`src/hdl/fpadd_pkg.sv`:
```
// ---------------------------------------------------------------------------
// fpadd_pkg
// Shared types and constants for the single-precision magnitude adder.
// ---------------------------------------------------------------------------
package fpadd_pkg;

    localparam int unsigned WORD_W = 32;
    localparam int unsigned EXP_W  = 8;
    localparam int unsigned FRAC_W = 23;
    // hidden one + fraction + guard
    localparam int unsigned MANT_W = FRAC_W + 2;
    // one extra bit of headroom for the two exponent increments
    localparam int unsigned EXPX_W = EXP_W + 1;

    localparam logic [EXPX_W-1:0] EXP_INF  = EXPX_W'(255);
    localparam logic [WORD_W-1:0] INF_WORD = 32'h7F80_0000;

    // after exponent compare and operand swap
    typedef struct packed {
        logic [EXP_W-1:0]  exp;
        logic [EXP_W-1:0]  diff;
        logic [MANT_W-1:0] big_mant;
        logic [MANT_W-1:0] small_mant;
    } fpadd_cmp_t;

    // after alignment and mantissa add
    typedef struct packed {
        logic [EXP_W-1:0]  exp;
        logic [MANT_W:0]   sum;
    } fpadd_sum_t;

    // packed result
    typedef struct packed {
        logic              overflow;
        logic [WORD_W-1:0] word;
    } fpadd_res_t;

endpackage

```
`src/hdl/fpadd_cmp.sv`:
```
// ---------------------------------------------------------------------------
// fpadd_cmp
// Stage 1: unpack both operands, compare exponents, swap so the larger
// exponent is first and register the exponent difference.
// ---------------------------------------------------------------------------
module fpadd_cmp (
    input  logic                        clk,
    input  logic                        rst_n,
    input  logic                        up_valid,
    output logic                        up_ready,
    input  logic [fpadd_pkg::WORD_W-1:0] operand_a,
    input  logic [fpadd_pkg::WORD_W-1:0] operand_b,
    output logic                        dn_valid,
    input  logic                        dn_ready,
    output fpadd_pkg::fpadd_cmp_t       dn_data
);
    import fpadd_pkg::*;

    logic             valid_reg;
    fpadd_cmp_t       data_reg;
    fpadd_cmp_t       data_next;
    logic [EXP_W-1:0] exp_a;
    logic [EXP_W-1:0] exp_b;
    logic [MANT_W-1:0] mant_a;
    logic [MANT_W-1:0] mant_b;

    assign exp_a  = operand_a[FRAC_W +: EXP_W];
    assign exp_b  = operand_b[FRAC_W +: EXP_W];
    assign mant_a = {1'b1, operand_a[FRAC_W-1:0], 1'b0};
    assign mant_b = {1'b1, operand_b[FRAC_W-1:0], 1'b0};

    always_comb
    begin
        if (exp_a < exp_b)
        begin
            data_next.exp        = exp_b;
            data_next.diff       = exp_b - exp_a;
            data_next.big_mant   = mant_b;
            data_next.small_mant = mant_a;
        end
        else
        begin
            data_next.exp        = exp_a;
            data_next.diff       = exp_a - exp_b;
            data_next.big_mant   = mant_a;
            data_next.small_mant = mant_b;
        end
    end

    assign up_ready = !valid_reg || dn_ready;

    always_ff @(posedge clk or negedge rst_n)
    begin
        if (!rst_n)
            valid_reg <= 1'b0;
        else if (up_ready)
            valid_reg <= up_valid;
    end

    always_ff @(posedge clk)
    begin
        if (up_valid && up_ready)
            data_reg <= data_next;
    end

    assign dn_valid = valid_reg;
    assign dn_data  = data_reg;

endmodule

```
`src/hdl/fpadd_add.sv`:
```
// ---------------------------------------------------------------------------
// fpadd_add
// Stage 2: align the smaller mantissa by the exponent difference and add.
// ---------------------------------------------------------------------------
module fpadd_add (
    input  logic                  clk,
    input  logic                  rst_n,
    input  logic                  up_valid,
    output logic                  up_ready,
    input  fpadd_pkg::fpadd_cmp_t up_data,
    output logic                  dn_valid,
    input  logic                  dn_ready,
    output fpadd_pkg::fpadd_sum_t dn_data
);
    import fpadd_pkg::*;

    logic              valid_reg;
    fpadd_sum_t        data_reg;
    fpadd_sum_t        data_next;
    logic [MANT_W-1:0] aligned;

    // shifts of 25 or more clear the mantissa
    assign aligned = up_data.small_mant >> up_data.diff;

    always_comb
    begin
        data_next.exp = up_data.exp;
        data_next.sum = {1'b0, up_data.big_mant} + {1'b0, aligned};
    end

    assign up_ready = !valid_reg || dn_ready;

    always_ff @(posedge clk or negedge rst_n)
    begin
        if (!rst_n)
            valid_reg <= 1'b0;
        else if (up_ready)
            valid_reg <= up_valid;
    end

    always_ff @(posedge clk)
    begin
        if (up_valid && up_ready)
            data_reg <= data_next;
    end

    assign dn_valid = valid_reg;
    assign dn_data  = data_reg;

endmodule

```
`src/hdl/fpadd_rnd.sv`:
```
// ---------------------------------------------------------------------------
// fpadd_rnd
// Stage 3: normalize on carry, round half up on the guard bit, renormalize,
// clamp to infinity and pack. Its register is the output register.
// ---------------------------------------------------------------------------
module fpadd_rnd (
    input  logic                  clk,
    input  logic                  rst_n,
    input  logic                  up_valid,
    output logic                  up_ready,
    input  fpadd_pkg::fpadd_sum_t up_data,
    output logic                  dn_valid,
    input  logic                  dn_ready,
    output fpadd_pkg::fpadd_res_t dn_data
);
    import fpadd_pkg::*;

    logic              valid_reg;
    fpadd_res_t        data_reg;
    fpadd_res_t        data_next;
    logic [MANT_W:0]   norm;
    logic [EXPX_W-1:0] exp_norm;
    logic [MANT_W:0]   rounded;
    logic [MANT_W:0]   final_mant;
    logic [EXPX_W-1:0] exp_final;

    always_comb
    begin
        if (up_data.sum[MANT_W])
        begin
            norm     = up_data.sum >> 1;
            exp_norm = {1'b0, up_data.exp} + EXPX_W'(1);
        end
        else
        begin
            norm     = up_data.sum;
            exp_norm = {1'b0, up_data.exp};
        end

        rounded = norm + {{MANT_W{1'b0}}, norm[0]};

        if (rounded[MANT_W])
        begin
            final_mant = rounded >> 1;
            exp_final  = exp_norm + EXPX_W'(1);
        end
        else
        begin
            final_mant = rounded;
            exp_final  = exp_norm;
        end

        if (exp_final >= EXP_INF)
        begin
            data_next.word     = INF_WORD;
            data_next.overflow = 1'b1;
        end
        else
        begin
            data_next.word     = {1'b0, exp_final[EXP_W-1:0], final_mant[FRAC_W:1]};
            data_next.overflow = 1'b0;
        end
    end

    assign up_ready = !valid_reg || dn_ready;

    always_ff @(posedge clk or negedge rst_n)
    begin
        if (!rst_n)
            valid_reg <= 1'b0;
        else if (up_ready)
            valid_reg <= up_valid;
    end

    always_ff @(posedge clk)
    begin
        if (up_valid && up_ready)
            data_reg <= data_next;
    end

    assign dn_valid = valid_reg;
    assign dn_data  = data_reg;

endmodule

```
`src/hdl/float32_positive_adder_unit.sv`:
```
// ---------------------------------------------------------------------------
// float32_positive_adder_unit
// Adds the magnitudes of two single-precision words on a stream.
// ---------------------------------------------------------------------------
// Three-stage pipeline (exponent compare, align and add, round and pack):
// one operand pair per cycle unless stalled; each stage registers it in turn.
// Each stage holds its data while the stage after it is full and stalled, so
// back-pressure on the result side fills the empty stages before it reaches
// the input. Signs are ignored and the result sign is 0; every input is taken
// as a normal number with a hidden one. Rounding is half up on one guard bit.
// A result exponent of 255 or more returns infinity and sets the overflow flag.
module float32_positive_adder_unit (
    input  logic        clk,
    input  logic        rst_n,
    input  logic        s_axis_tvalid,
    output logic        s_axis_tready,
    input  logic [63:0] s_axis_tdata,   // [31:0] operand_a, [63:32] operand_b
    output logic        m_axis_tvalid,
    input  logic        m_axis_tready,
    output logic [31:0] m_axis_tdata,   // [31:0] sum_word
    output logic        m_axis_tuser    // [0] exponent_overflow
);
    import fpadd_pkg::*;

    logic       cmp_valid;
    logic       cmp_ready;
    fpadd_cmp_t cmp_data;
    logic       sum_valid;
    logic       sum_ready;
    fpadd_sum_t sum_data;
    fpadd_res_t res_data;

    fpadd_cmp u_cmp (
        .clk       (clk),
        .rst_n     (rst_n),
        .up_valid  (s_axis_tvalid),
        .up_ready  (s_axis_tready),
        .operand_a (s_axis_tdata[31:0]),
        .operand_b (s_axis_tdata[63:32]),
        .dn_valid  (cmp_valid),
        .dn_ready  (cmp_ready),
        .dn_data   (cmp_data)
    );

    fpadd_add u_add (
        .clk      (clk),
        .rst_n    (rst_n),
        .up_valid (cmp_valid),
        .up_ready (cmp_ready),
        .up_data  (cmp_data),
        .dn_valid (sum_valid),
        .dn_ready (sum_ready),
        .dn_data  (sum_data)
    );

    fpadd_rnd u_rnd (
        .clk      (clk),
        .rst_n    (rst_n),
        .up_valid (sum_valid),
        .up_ready (sum_ready),
        .up_data  (sum_data),
        .dn_valid (m_axis_tvalid),
        .dn_ready (m_axis_tready),
        .dn_data  (res_data)
    );

    assign m_axis_tdata = res_data.word;
    assign m_axis_tuser = res_data.overflow;

endmodule

```
`config.mk`:
```
export PLATFORM = sky130hd
export DESIGN_NAME = float32_positive_adder_unit
export DESIGN_NICKNAME = d
export VERILOG_FILES = /design/src/hdl/fpadd_pkg.sv /design/src/hdl/fpadd_cmp.sv /design/src/hdl/fpadd_add.sv /design/src/hdl/fpadd_rnd.sv /design/src/hdl/float32_positive_adder_unit.sv
export SDC_FILE = /design/constraint.sdc
export NUM_CORES = 1
export LEC_CHECK = 0
export BUFFER_PORTS_ARGS = -buffer_cell sky130_fd_sc_hd__clkbuf_2
export CAP_MARGIN = 10
export CORE_MARGIN = 5
export CORE_UTILIZATION = 55
export DETAILED_ROUTE_END_ITERATION = 6
export GPL_TIMING_DRIVEN = 0
export PLACE_DENSITY = 0.76
export SETUP_SLACK_MARGIN = 0.2
export SYNTH_ARGS = -nofsm -noshare
export SYNTH_HDL_FRONTEND = slang
export SYNTH_SLANG_ARGS = --single-unit
export TNS_END_PERCENT = 20
```
`constraint.sdc`:
```
create_clock -name clk -period 14 [get_ports clk]
set_clock_uncertainty 0.15 [all_clocks]
set_input_delay 2.8 -clock clk [delete_from_list [all_inputs] [get_ports clk]]
set_output_delay 2.8 -clock clk [all_outputs]
set_load 0.01 [all_outputs]
```
==> results of run 1 <==
## path summary, 6_finish.rpt
kind	start	endpoint	slack, ns	cells after the start
max in group asynchronous	rst_n	u_rnd.dn_valid	11.56	1
setup reg to reg	u_add.dn_data[25]	u_rnd.dn_data[21]	8.17	13
setup / recovery	m_axis_tready	s_axis_tready	7.73	4
hold / removal	u_cmp.dn_data[65]	u_add.dn_data[33]	0.27	0
min in group asynchronous	rst_n	u_add.dn_valid	2.03	1
hold reg to reg	u_cmp.dn_data[65]	u_add.dn_data[33]	0.27	0
## cells by family (layout without fill, tap and decap cells)
logic type / count (synthesis) / in the layout / share of synthesized area, %
buffers and inverters: 97 / 231 / 4.14
XOR/XNOR: 67 / 67 / 6.39
flip-flops: 131 / 131 / 41.7
multiplexers: 43 / 43 / 7.00
adder cells (fa/ha/maj): 44 / 44 / 6.10
AO/OA/AOI/OAI: 199 / 199 / 13.9
AND/OR/NAND/NOR: 430 / 430 / 20.8
other: 1 / 1 / 0.0399
## final cells by class
type,count,area (sq um)
Clock inverter,9,126
Fill cell,1413,5850
Timing Repair Buffer,102,571
Tap cell,220,275
Multi-Input combinational cell,784,5090
Buffer,58,243
Inverter,39,146
Clock buffer,23,478
Sequential cell,131,3920
## worst max-delay path, cell delays in order
cell and delay (ns):
clkbuf_2 0.09, nor2b_1 0.16, nand3_1 0.13, clkbuf_2 0.15
## placed cells by master (no fill, tap or decap), drive strengths merged, types with 11 or more instances in the layout
cell type  synthesis  layout
nor2              77      77
xnor2             41      41
xor2              25      25
nand2            210     210
clkbuf            43     165
nand3             31      31
mux2              12      12
ha                41      41
mux2i             14      14
mux4              17      17
edfxtp           128     128
a21o              11      11
a21oi             39      39
nor3              29      29
inv               39      40
a211oi            33      33
o21ai             50      50
nand4             13      13
buf               15      18
## registers in the layout, indices dropped and copies added, names as in the netlist
register,cells
u_add.dn_data,34
u_cmp.dn_valid,1
u_rnd.dn_data,32
u_cmp.dn_data,62
u_add.dn_valid,1
u_rnd.dn_valid,1
## where the power goes
group	leakage [nW]	switching [mW]	internal [mW]
Combinational	2.90	0.230	0.156
Clock	0.297	0.158	0.293
Sequential	1.27	0.0353	0.508
## metal layers
metal / vias up / wire length (microns) / global-route usage, %
met5: - / 0 / 0
met4: 0 / 813 / 10.1
met3: 52 / 1400 / 3.59
met2: 295 / 10600 / 38.5
met1: 3590 / 9350 / 29.1
li1: 3912 / - / -
==> impl_metrics.toml, run 1 <==
[logic_synthesis]
ys_types = 69
synth_edf_count = 128
yosysWarnings = 0
yosys_register_bits = 131
netlist_instances = 1012
yosysMostFrequentCell = "nand2_1"
async_flop_share_pct = 2.29
synthTopCellsByCount = "nand2_1 (210), edfxtp_1 (128), nor2_1 (77), o21ai_0 (48), clkbuf_1 (43)"
syn_avg_cell_area_sq_um = 9.29
synth_area_leaders = "edfxtp_1 (41%), nand2_1 (8.4%), ha_1 (5.5%)"
yosys.area.top_type_share_pct = 40.9
syn-num-nets = 1124
synth_area_sq_um = 9400
synth_seq_area_share_pct = 41.7
synth_top_area_cell = "edfxtp_1"
synth_top_flop_cell = "edfxtp_1"

[place]
place_hpwl_microns = 17600
io_buffers = 99
place.gp.congestion = 0.971
post-place-ws_ns = 7.73
post_dp_cell_area_sq_um = 10200
dp.cells = 1333

[finish]
drive_gt1_share_pct = 15.8
fin_nets = 1245
diodes = 0
fin_area_sq_um = 10900
final_cell_count_no_fill = 1366
areaGrowthSynthToFinish_pct = 15.4
post-route-util_pct = 65.0

[timing]
tightest_slew_ns = 1.14
fin_ws_ns = 7.73
holdWs_ns = 0.265
slew_violations = 0
tns_ns = 0
hold_viol = 0
post-route-period-util_pct = 44.8
maxSlewHeadroom_pct = 22.9
final-setup-viol-count = 0
max_freq_mhz = 159
rsz0062_at_grt = "no"
fin_crit_ns = 6.27

[routing]
wire_per_inst_microns = 16.2
remaining_drc_errors = 0
dr.pass1.iters = 5
detail-route-antenna-nets = 0
wirelength_microns = 22200
vias = 7849
via_per_inst = 5.75
drt_iter0_markers = 613

[worst_setup_path]
crit_required_ns = 11.05
worst_setup_path_start_kind = "input port"
cp-end-kind = "output pin"
worstPathMaxFanout = 3
cp_data_arrival_time_ns = 3.32
crit_type = "in -> out"

[global_routing]
grt_max_degree = 43
globalRouteOverflowTotal = 0
grt_pass1_vias = 7434
track_usage_pct = 22.8
grt_pass1_wl_microns = 36700
antenna_found_initial = 0

[power_and_ir_drop]
power.density_nw_per_um2 = 127
p_leak_nw = 4.47
p_total_mw = 1.38
ir_worst_vdd_mv = 0.0885

[die]
io_pins = 103
core_sq_um = 16700
dieWidth_microns = 141
start_util_pct = 56.3
die-height_microns = 141
dieArea_sq_um = 19800
rows = 47

[clock_tree]
clockBufferDepth = 2
clock_sinks = 131
post-cts-setup-buffers = 0
cts_hold_buf = 0
cts.clk_slew.worst_paths_ns = 0.05
cts_tree = "built"
ctsHtreeMaxLevel = 4
worstSkewPairLatency_ns = 0.42
post_cts_resized = 0
cts_made_buffers = 17
root_buffer = "clkbuf_16"

[flow_run]
drv_cap = 0

[outcome]
status = "completed"

[hold_path]
hold_path.class = "reg -> reg"
Note: power is estimated with default switching activity, not from simulation.
==> run 2, diff against run 1 <==
- CORE_UTILIZATION: 55 -> 54
- PLACE_DENSITY: 0.76 -> 0.77
- clock period: 14 -> 5.3 ns (I/O delays scaled with it)
==> run 2 against run 1 <==
The flow now finishes with violations (DRC). Critical path type is now reg -> reg. Total power increased to 2.6 times the previous value. Largest cell class unchanged. First-iteration DRC count shrank 10%. Sequential power increased to 2.6 times the previous value.
==> impl_metrics.toml, run 2 (same netlist as run 1, synthesis figures left out) <==
[outcome]
status = "finished with violations"
violations = "DRC"

[die]
core_sq_um = 17200
rows = 48
die-height_microns = 142
dieWidth_microns = 142
io_pins = 103
dieArea_sq_um = 20100
start_util_pct = 54.7

[finish]
regArea_sq_um = 3920
mostFrequentLayoutCells = "nand2_1 (210), edfxtp_1 (128), clkbuf_2 (103), nor2_1 (77), o21ai_0 (47)"
areaGrowthSynthToFinish_pct = 15.4
diodes = 0
final_common_cell = "nand2_1"
multiInputGateArea_sq_um = 5120
drive_gt1_share_pct = 16.9
fin_nets = 1244
largest_register_ffs = 62
n_fill_cell = 1420

[timing]
fin_crit_ns = 4.81
hold_viol = 0
post-route-period-util_pct = 90.8
slew_violations = 0
tightest_slew_ns = 1.07
rsz0062_at_grt = "no"
fin_ws_ns = 0.490
tns_ns = 0
final-setup-viol-count = 0
maxSlewHeadroom_pct = 28.3
max_freq_mhz = 208

[global_routing]
track_usage_pct = 22.3
antenna_found_initial = 0
grt_pass1_wl_microns = 36400
grt_max_degree = 46
globalRouteOverflowTotal = 0
grt_pass1_vias = 7459

[power_and_ir_drop]
p_switching_mw = 1.17
seqPwrFrac_pct = 39.6
power.density_nw_per_um2 = 334
ir_worst_vdd_mv = 0.244
p_int_mw = 2.45
pwr-share-comb_pct = 27.9
p_leak_nw = 4.47
swShare_pct = 32.3
power.share.clock_pct = 32.5

[worst_setup_path]
cp-end-kind = "flip-flop"
r2r_start = "u_cmp.dn_data[50]"
crit_required_ns = 5.32
worstPathMaxFanout = 10
r2r_setup_slack_ns = 0.49
worst_setup_path_start_kind = "flip-flop"
cp_data_arrival_time_ns = 4.83
r2r_end = "u_add.dn_data[25]"
r2r_cells = 17
crit_type = "reg -> reg"

[routing]
drt_iter0_markers = 551
via_per_inst = 5.67
vias = 7773
remaining_drc_errors = 3
wire_per_inst_microns = 15.8
dr.pass1.iters = 7
detail-route-antenna-nets = 0
wirelength_microns = 21700

[clock_tree]
clock_sinks = 131
cts.clk_slew.worst_paths_ns = 0.06
cts_tree = "built"
cts_hold_buf = 0
root_buffer = "clkbuf_16"
clockBufferDepth = 2
worstSkewPairLatency_ns = 0.43
ctsHtreeMaxLevel = 4
cts_made_buffers = 17

[place]
place.gp.congestion = 0.990
io_buffers = 99
post-place-ws_ns = -0.340
place_hpwl_microns = 17100

[hold_path]
hold_path.class = "in -> async"

[flow_run]
drv_cap = 0
## run 2: what timing repair did
| item | in CTS | in global routing |
|---|---|---|
| buffers inserted | 0 | 0 |
| pin swaps | 0 | 0 |
| setup endpoints to repair | 22 | 16 |
| gates resized for setup | 4 | 13 |
## run 2: critical path, cell delays in order (launching register included)
cell	delay (ns)
edfxtp_1	0.50
clkbuf_4	0.32
clkbuf_4	0.29
mux2_2	0.36
a31oi_1	0.24
a21oi_1	0.11
nor2_1	0.11
a211o_1	0.11
a21oi_1	0.06
ha_1	0.24
fa_1	0.42
a21o_1	0.18
a21oi_1	0.26
o21ai_1	0.19
nor4bb_1	0.19
nor3_1	0.33
o41ai_1	0.17
a211o_1	0.32
## run 2: how the worst max path moves through the flow
stage	from	end	slack [ns]	cells after the start
global placement	u_add.dn_data[25]	u_rnd.dn_data[21]	-0.27	13
detailed placement	u_add.dn_data[25]	u_rnd.dn_data[21]	-0.34	13
global route	u_cmp.dn_data[50]	u_add.dn_data[23]	0.23	17
floorplan	u_cmp.dn_data[50]	u_add.dn_data[25]	0.65	17
CTS	u_cmp.dn_data[50]	u_add.dn_data[23]	0.21	16
finish	u_cmp.dn_data[50]	u_add.dn_data[25]	0.49	17
## run 2: layout make-up
cell class / count / share of cell area [%]
plain buffers: 58 / 2.35
clock buffers: 17 / 3.92
flip-flops and latches: 131 / 36.1
inverters: 39 / 1.35
repair buffers: 101 / 4.89
clock inverters: 15 / 1.58
well taps: 225 / 2.59
multi-input cells: 784 / 47.2
## run 2: power by group through the flow
stage	clock [mW]	combinational [mW]	sequential (mW)
final	1.18	1.01	1.44
after detailed placement	0	0.992	1.46
after CTS	1.20	1.00	1.43
after floorplan	0	0.715	1.44
after global placement	0	0.969	1.45
after global routing	1.24	1.13	1.45
## run 2: per-layer routing
metal | global-route usage, % | part of all wire [%] | up-vias
li1 | - | - | 3906
met1 | 28.9 | 44 | 3579
met2 | 37.9 | 48 | 255
met3 | 4.00 | 5.6 | 33
met4 | 7.47 | 2.3 | 0
met5 | 0 | 0 | -
## run 2: stage by stage
stage                     std cells  cell area (sq um)  utilization, %  total power [mW]  hold WS [ns]
after floorplan                1012               9400               -              2.16         0.250
after global placement         1336              10200            59.3              2.42         0.255
after detailed placement       1338              10200            59.5              2.45         0.262
after CTS                      1370              10800            63.0              3.63         0.252
after global routing           1370              10900            63.2              3.82         0.258
final                          1370              10900            63.2              3.62         0.271
